<file path="config.mk">
export PLATFORM = sky130hd
export DESIGN_NAME = three_channel_moving_average_top
export DESIGN_NICKNAME = d
export VERILOG_FILES = /design/src/design/tcma_pkg.sv /design/src/design/tcma_hist.sv /design/src/design/tcma_acc.sv /design/src/design/tcma_div.sv /design/src/design/three_channel_moving_average_top.sv
export SDC_FILE = /design/constraint.sdc
export NUM_CORES = 2
export LEC_CHECK = 0
export ABC_AREA = 1
export BUFFER_PORTS_ARGS = -buffer_cell sky130_fd_sc_hd__clkbuf_2
export CELL_PAD_IN_SITES_DETAIL_PLACEMENT = 0
export CELL_PAD_IN_SITES_GLOBAL_PLACEMENT = 2
export CORE_ASPECT_RATIO = 1.25
export CORE_MARGIN = 3
export CORE_UTILIZATION = 45
export CTS_CLUSTER_DIAMETER = 100
export DETAILED_ROUTE_END_ITERATION = 12
export PLACE_DENSITY = 0.95
export SLEW_MARGIN = 20
export SYNTH_ARGS = -nofsm -noshare
export SYNTH_HDL_FRONTEND = slang
export SYNTH_HIERARCHICAL = 1
export SYNTH_SLANG_ARGS = --single-unit
export TNS_END_PERCENT = 5
</file>
<file path="constraint.sdc">
create_clock -name clk_i -period 21.4 [get_ports clk_i]
set_input_delay 2.14 -clock clk_i [delete_from_list [all_inputs] [get_ports clk_i]]
set_output_delay 2.14 -clock clk_i [all_outputs]
set_load 0.03 [all_outputs]
</file>
<file path="src/design/tcma_pkg.sv">
// Package for the three-channel moving average block.
// Holds sample and average widths, the stage-1 beat record and shared constants.
// No dependencies.
package tcma_pkg;

  localparam int CH          = 3;
  localparam int LOAD_W      = 14;
  localparam int AVG_W       = 7;
  localparam int SCALE       = 100;
  localparam int AVG_MAX     = 100;
  localparam int LOAD_MAX    = 2 ** LOAD_W - 1;
  localparam int IN_TDATA_W  = ((CH * LOAD_W + 7) / 8) * 8;
  localparam int OUT_TDATA_W = ((CH * AVG_W + 7) / 8) * 8;

  typedef logic [LOAD_W-1:0] load_t;
  typedef load_t [CH-1:0]    load_vec_t;
  typedef logic [AVG_W-1:0]  avg_t;
  typedef avg_t [CH-1:0]     avg_vec_t;

  // Stage-1 beat: new samples, samples leaving the window, and window flags.
  typedef struct packed {
    load_vec_t load_new;
    load_vec_t load_old;
    logic      sub;
    logic      full;
  } s1_t;

endpackage

</file>
<file path="src/design/tcma_hist.sv">
// Sample history ring, write position and warm flag.
// Read-first memory: the slot's old samples come out as the new ones go in.
// Depends on tcma_pkg.
module tcma_hist #(
  parameter int WINDOW = 25
) (
  input  logic                clk_i,
  input  logic                rst_ni,
  input  logic                en_i,
  input  tcma_pkg::load_vec_t load_i,
  output tcma_pkg::s1_t       s1_o
);
  import tcma_pkg::*;

  localparam int PTR_W = (WINDOW > 1) ? $clog2(WINDOW) : 1;
  localparam logic [PTR_W-1:0] LAST = PTR_W'(WINDOW - 1);

  load_vec_t        mem [WINDOW];
  load_vec_t        old_q;
  load_vec_t        new_q;
  logic [PTR_W-1:0] wp_q;
  logic [PTR_W-1:0] pos_d;
  logic             warm_q;
  logic             warm_d;
  logic             sub_q;
  logic             full_q;

  assign pos_d  = (wp_q >= LAST) ? '0 : wp_q + PTR_W'(1);
  assign warm_d = warm_q | (pos_d == LAST);

  always_ff @(posedge clk_i) begin
    if (en_i) begin
      old_q      <= mem[pos_d];
      mem[pos_d] <= load_i;
      new_q      <= load_i;
    end
  end

  always_ff @(posedge clk_i or negedge rst_ni) begin
    if (!rst_ni) begin
      wp_q   <= LAST;
      warm_q <= 1'b0;
      sub_q  <= 1'b0;
      full_q <= 1'b0;
    end else if (en_i) begin
      wp_q   <= pos_d;
      warm_q <= warm_d;
      sub_q  <= warm_q;
      full_q <= warm_d;
    end
  end

  assign s1_o.load_new = new_q;
  assign s1_o.load_old = old_q;
  assign s1_o.sub      = sub_q;
  assign s1_o.full     = full_q;

endmodule

</file>
<file path="src/design/tcma_acc.sv">
// Running window sums, one per channel.
// Adds the new sample and drops the outgoing one once the window is warm.
// Depends on tcma_pkg.
module tcma_acc #(
  parameter int SUM_W  = 19
) (
  input  logic                                clk_i,
  input  logic                                rst_ni,
  input  logic                                en_i,
  input  tcma_pkg::s1_t                       s1_i,
  output logic [tcma_pkg::CH-1:0][SUM_W-1:0]  sum_o,
  output logic                                full_o
);
  import tcma_pkg::*;

  logic [CH-1:0][SUM_W-1:0] sum_q;
  logic [CH-1:0][SUM_W-1:0] sum_d;
  logic                     full_q;

  always_comb begin
    for (int c = 0; c < CH; c++) begin
      sum_d[c] = sum_q[c] + SUM_W'(s1_i.load_new[c])
               - (s1_i.sub ? SUM_W'(s1_i.load_old[c]) : SUM_W'(0));
    end
  end

  always_ff @(posedge clk_i or negedge rst_ni) begin
    if (!rst_ni) begin
      sum_q  <= '0;
      full_q <= 1'b0;
    end else if (en_i) begin
      sum_q  <= sum_d;
      full_q <= s1_i.full;
    end
  end

  assign sum_o  = sum_q;
  assign full_o = full_q;

endmodule

</file>
<file path="src/design/tcma_div.sv">
// Sum to whole-percent average: exact divide by WINDOW*100 via reciprocal
// multiply, then shift, saturate at 100 and zero while filling.
// Depends on tcma_pkg.
module tcma_div #(
  parameter int WINDOW = 25,
  parameter int SUM_W  = 19
) (
  input  logic                               clk_i,
  input  logic                               en3_i,
  input  logic                               en4_i,
  input  logic [tcma_pkg::CH-1:0][SUM_W-1:0] sum_i,
  input  logic                               full_i,
  output tcma_pkg::avg_vec_t                 avg_o,
  output logic                               full_o
);
  import tcma_pkg::*;

  localparam int DIV    = WINDOW * SCALE;
  localparam int SH     = SUM_W + $clog2(DIV);
  localparam int MUL_W  = SUM_W + 2;
  localparam int PROD_W = SUM_W + MUL_W;
  localparam int QW     = PROD_W - SH;
  localparam logic [MUL_W-1:0] MUL =
    MUL_W'(((64'd1 << SH) + 64'(DIV) - 64'd1) / 64'(DIV));

  logic [CH-1:0][PROD_W-1:0] prod_q;
  logic                      full3_q;
  avg_vec_t                  avg_q;
  avg_vec_t                  avg_d;
  logic                      full4_q;
  logic [QW-1:0]             quo;

  always_ff @(posedge clk_i) begin
    if (en3_i) begin
      for (int c = 0; c < CH; c++) begin
        prod_q[c] <= PROD_W'(sum_i[c]) * PROD_W'(MUL);
      end
      full3_q <= full_i;
    end
  end

  always_comb begin
    quo = '0;
    for (int c = 0; c < CH; c++) begin
      quo = prod_q[c][PROD_W-1:SH];
      if (!full3_q) begin
        avg_d[c] = '0;
      end else if (32'(quo) > 32'(AVG_MAX)) begin
        avg_d[c] = AVG_W'(AVG_MAX);
      end else begin
        avg_d[c] = AVG_W'(quo);
      end
    end
  end

  always_ff @(posedge clk_i) begin
    if (en4_i) begin
      avg_q   <= avg_d;
      full4_q <= full3_q;
    end
  end

  assign avg_o  = avg_q;
  assign full_o = full4_q;

endmodule

</file>
<file path="src/design/three_channel_moving_average_top.sv">
// Three-channel moving average: throughput one beat per cycle while the output is not stalled;
// stages are history ring (read-first memory), running sums, reciprocal multiply,
// saturate/output register.
// Output stalls back-pressure the whole pipe through the per-stage valid chain.
// Reset (async, active low) clears sums, warm flag, valids; position -> last slot.
module three_channel_moving_average_top #(
  parameter int WINDOW = 25
) (
  input  logic                               clk_i,
  input  logic                               rst_ni,
  input  logic                               s_axis_tvalid,
  output logic                               s_axis_tready,
  // [13:0] load_first, [27:14] load_second, [41:28] load_third, rest zero
  input  logic [tcma_pkg::IN_TDATA_W-1:0]    s_axis_tdata,
  output logic                               m_axis_tvalid,
  input  logic                               m_axis_tready,
  // [6:0] avg_first, [13:7] avg_second, [20:14] avg_third, rest zero
  output logic [tcma_pkg::OUT_TDATA_W-1:0]   m_axis_tdata,
  // [0] window_full
  output logic                               m_axis_tuser
);
  import tcma_pkg::*;

  localparam int SUM_W = $clog2(WINDOW * LOAD_MAX + 1);

  load_vec_t                loads;
  s1_t                      s1;
  logic [CH-1:0][SUM_W-1:0] sums;
  logic                     full2;
  avg_vec_t                 avgs;
  logic                     full4;
  logic                     v1_q, v2_q, v3_q, v4_q;
  logic                     rdy1, rdy2, rdy3, rdy4;
  logic                     en1, en2, en3, en4;

  always_comb begin
    for (int c = 0; c < CH; c++) begin
      loads[c] = s_axis_tdata[c*LOAD_W +: LOAD_W];
    end
  end

  assign rdy4 = !v4_q || m_axis_tready;
  assign rdy3 = !v3_q || rdy4;
  assign rdy2 = !v2_q || rdy3;
  assign rdy1 = !v1_q || rdy2;

  assign en1 = s_axis_tvalid && rdy1;
  assign en2 = v1_q && rdy2;
  assign en3 = v2_q && rdy3;
  assign en4 = v3_q && rdy4;

  always_ff @(posedge clk_i or negedge rst_ni) begin
    if (!rst_ni) begin
      v1_q <= 1'b0;
      v2_q <= 1'b0;
      v3_q <= 1'b0;
      v4_q <= 1'b0;
    end else begin
      if (rdy1) v1_q <= s_axis_tvalid;
      if (rdy2) v2_q <= v1_q;
      if (rdy3) v3_q <= v2_q;
      if (rdy4) v4_q <= v3_q;
    end
  end

  tcma_hist #(.WINDOW(WINDOW)) u_hist (
    .clk_i  (clk_i),
    .rst_ni (rst_ni),
    .en_i   (en1),
    .load_i (loads),
    .s1_o   (s1)
  );

  tcma_acc #(.SUM_W(SUM_W)) u_acc (
    .clk_i  (clk_i),
    .rst_ni (rst_ni),
    .en_i   (en2),
    .s1_i   (s1),
    .sum_o  (sums),
    .full_o (full2)
  );

  tcma_div #(.WINDOW(WINDOW), .SUM_W(SUM_W)) u_div (
    .clk_i  (clk_i),
    .en3_i  (en3),
    .en4_i  (en4),
    .sum_i  (sums),
    .full_i (full2),
    .avg_o  (avgs),
    .full_o (full4)
  );

  assign s_axis_tready = rdy1;
  assign m_axis_tvalid = v4_q;
  assign m_axis_tdata  = OUT_TDATA_W'(avgs);
  assign m_axis_tuser  = full4;

endmodule

</file>
==> reports/qor.csv <==
metric;value;unit
synth_top_area_frac;0.465;
relSlewSlack;0.280;
min_path_type;flop to flop;
top_layer_used;met5;
yosysMostFrequentCell;nand2_1;
status;finished clean;
yosysSeqAreaShare;0.488;
ios;79;
rsz0062_at_grt;false;
portBuffers;69;
setup_viol;0;
path_clk_slew;0.06;ns
yosys_warnings;6;
start_util;0.454;
startpoint_type;flop;
drv_cap;0;
tightest_slew;1.08;ns
synth_seq_cells;1250;
ys_async_sr_fraction;0.0552;
critPathMaxFanout;71;
syn2layout_area_growth;9.12;%
cts_tree;done;
synth_area;76200;µm²
skew;0.0474;ns
cts_buffers;131;
h-tree-depth;4;
clock_sinks;1250;
firstDrtPassIters;5;
wl;195000;µm
drive_gt1_frac;0.0502;
finalSetupTns;0;ns
final_nets;9148;
period_minus_slack;5.54;ns
die_x;374;µm
cts-hold-fix-buffers;0;
filler_cell_count;15442;
final.period_utilization;0.259;
drc_errors;0;
ys_dominant_reg_cell;edfxtp_1;
grt_max_degree;162;
max_stage_delay;0.85;ns
met2_wirelength;99500;µm
antenna_found_initial;12;
place_ws;15.63;ns
ys_types;40;
route.detailed.wl_per_inst;18.7;µm
grt_overflow_total;0;
die_h;466;µm
grt_pass1_vias;52146;
cts-root-buf;clkbuf_16;
yosysTopAreaCell;edfxtp_1;
syn-mean-instance-area;9.41;µm²
grt_pass1_wl;304000;µm
hold_path_depth;2;
drv_slew;0;
min_to;v2_q;
track_usage;0.225;
synth_area_leaders;edfxtp_1 47%, nand2_1 15%, fa_1 11%;
synthCells;8103;
crit_required;21.81;ns
path_cells;nand2_4, buf_4, nand2_8, inv_6, nand3b_1, nor2_4, buf_4;
gp_congestion;0.907;
drt-met1-wl;80900;µm
fin_ws;15.86;ns
yosys-top-cells-count;3099 x nand2_1, 1319 x inv_1, 1181 x edfxtp_1;
timing.rr.start;u_hist/wp_q[4];
fp.dieArea;174000;µm²
clock_latency;0.79;ns
crit_path_frequent_cell;buf_4;
max_freq;0.181;GHz
r2r-end;u_hist/mem[9][7];
ctsResizeCount;0;
row_count;168;
coreArea;168000;µm²
cts_setup_buffers;0;
hp-start;v1_q;
rr_worst_depth;7;
via_per_inst;4.97;
drtIter0Drc;3091;
dp_hpwl;131000;µm
wl_met3;9100;µm
slowest_stage;nor2_4;
arrival;5.94;ns
ant_nets;0;
hold_violations;0;
rrSetupSlack;15.86;ns
cp-end-kind;flop;
crit_type;flop to flop;
clk_path_buf_depth;3;
synth-edff-count;1181;
num_vias;51896;
[final cells by class]
type                            count  area [µm²]  share of cell area
Inverter                         1334        5030              0.0604
Sequential cell                  1250       37200               0.447
Timing Repair Buffer              128         816             0.00981
Multi-Input combinational cell   5289       33200               0.399
Tap cell                         2210        2770              0.0332
Clock buffer                      156        3380              0.0407
Clock inverter                     74         779             0.00937
Antenna cell                        3        7.51           0.0000903
[routing by layer]
layer	global-route usage	vias up
met1	0.281	24950
li1	-	25485
met2	0.407	1132
met4	0.0648	14
met5	0	-
met3	0.0325	315
[state kept, by name (all words and copies together) (netlist names)]
| name | flops |
|---|---|
| u_hist/sub_q | 1 |
| u_div/prod_q | 24 |
| u_hist/s1_o | 84 |
| m_axis_tvalid | 1 |
| v2_q | 1 |
| v3_q | 1 |
| u_hist/warm_q | 1 |
| u_acc/full_o | 1 |
| u_acc/sum_o | 57 |
| u_hist/mem | 1050 |
| u_div/full3_q | 1 |
| u_div/avg_o | 21 |
| u_hist/wp_q | 5 |
| v1_q | 1 |
| u_div/full_o | 1 |
[layout by cell type, fill, tap and decap left out, drive strengths merged, types with 106 or more instances in the layout]
master	count
a21oi	149
clkbuf	224
edfxtp	1181
fa	432
ha	530
inv	1340
nand2	3109
nand3	381
nor2	440
o21ai	106
[metrics by stage]
step / std cells / utilization / hold WS, ns / instance area, µm²
after CTS: 10441 / 0.495 / 0.528 / 83200
after floorplan: 8105 / - / 0.425 / 76200
after global routing: 10442 / 0.495 / 0.573 / 83200
after global placement: 10211 / 0.470 / 0.504 / 79000
after detailed placement: 10211 / 0.470 / 0.503 / 79000
final: 10444 / 0.495 / 0.526 / 83200
[worst max-delay path by stage]
| stage | startpoint | to | slack, ns | depth (start not counted) |
|---|---|---|---|---|
| finish | u_hist/wp_q[4] | u_hist/mem[9][7] | 15.86 | 7 |
| global route | u_acc/sum_o[49] | u_div/prod_q[114] | 15.58 | 19 |
| CTS | u_hist/wp_q[4] | u_hist/mem[9][6] | 15.84 | 7 |
| detailed placement | m_axis_tready | u_hist/mem[11][13] | 15.63 | 9 |
| global placement | m_axis_tready | u_hist/mem[11][18] | 15.69 | 9 |
| floorplan | m_axis_tready | u_hist/mem[0][0] | 11.40 | 9 |
[cells by family after synthesis]
logic type | synth area share
AO/OA/AOI/OAI | 0.0194
buffers and inverters | 0.0800
AND/OR/NAND/NOR | 0.208
flip-flops | 0.488
other | 0.0000492
XOR/XNOR | 0.00368
adder cells (fa/ha/maj) | 0.200
[worst max-delay path: cells and delay by family (launching register included)]
kind / cells / cell delay [ns]
DFF: 1 / 0.39
buffers and inverters: 3 / 1.95
and+or+nand+nor: 4 / 2.66
Power is left out: the tool's default activity adds up to more than one toggle a clock period on the data nets, which glitch-free logic cannot reach.
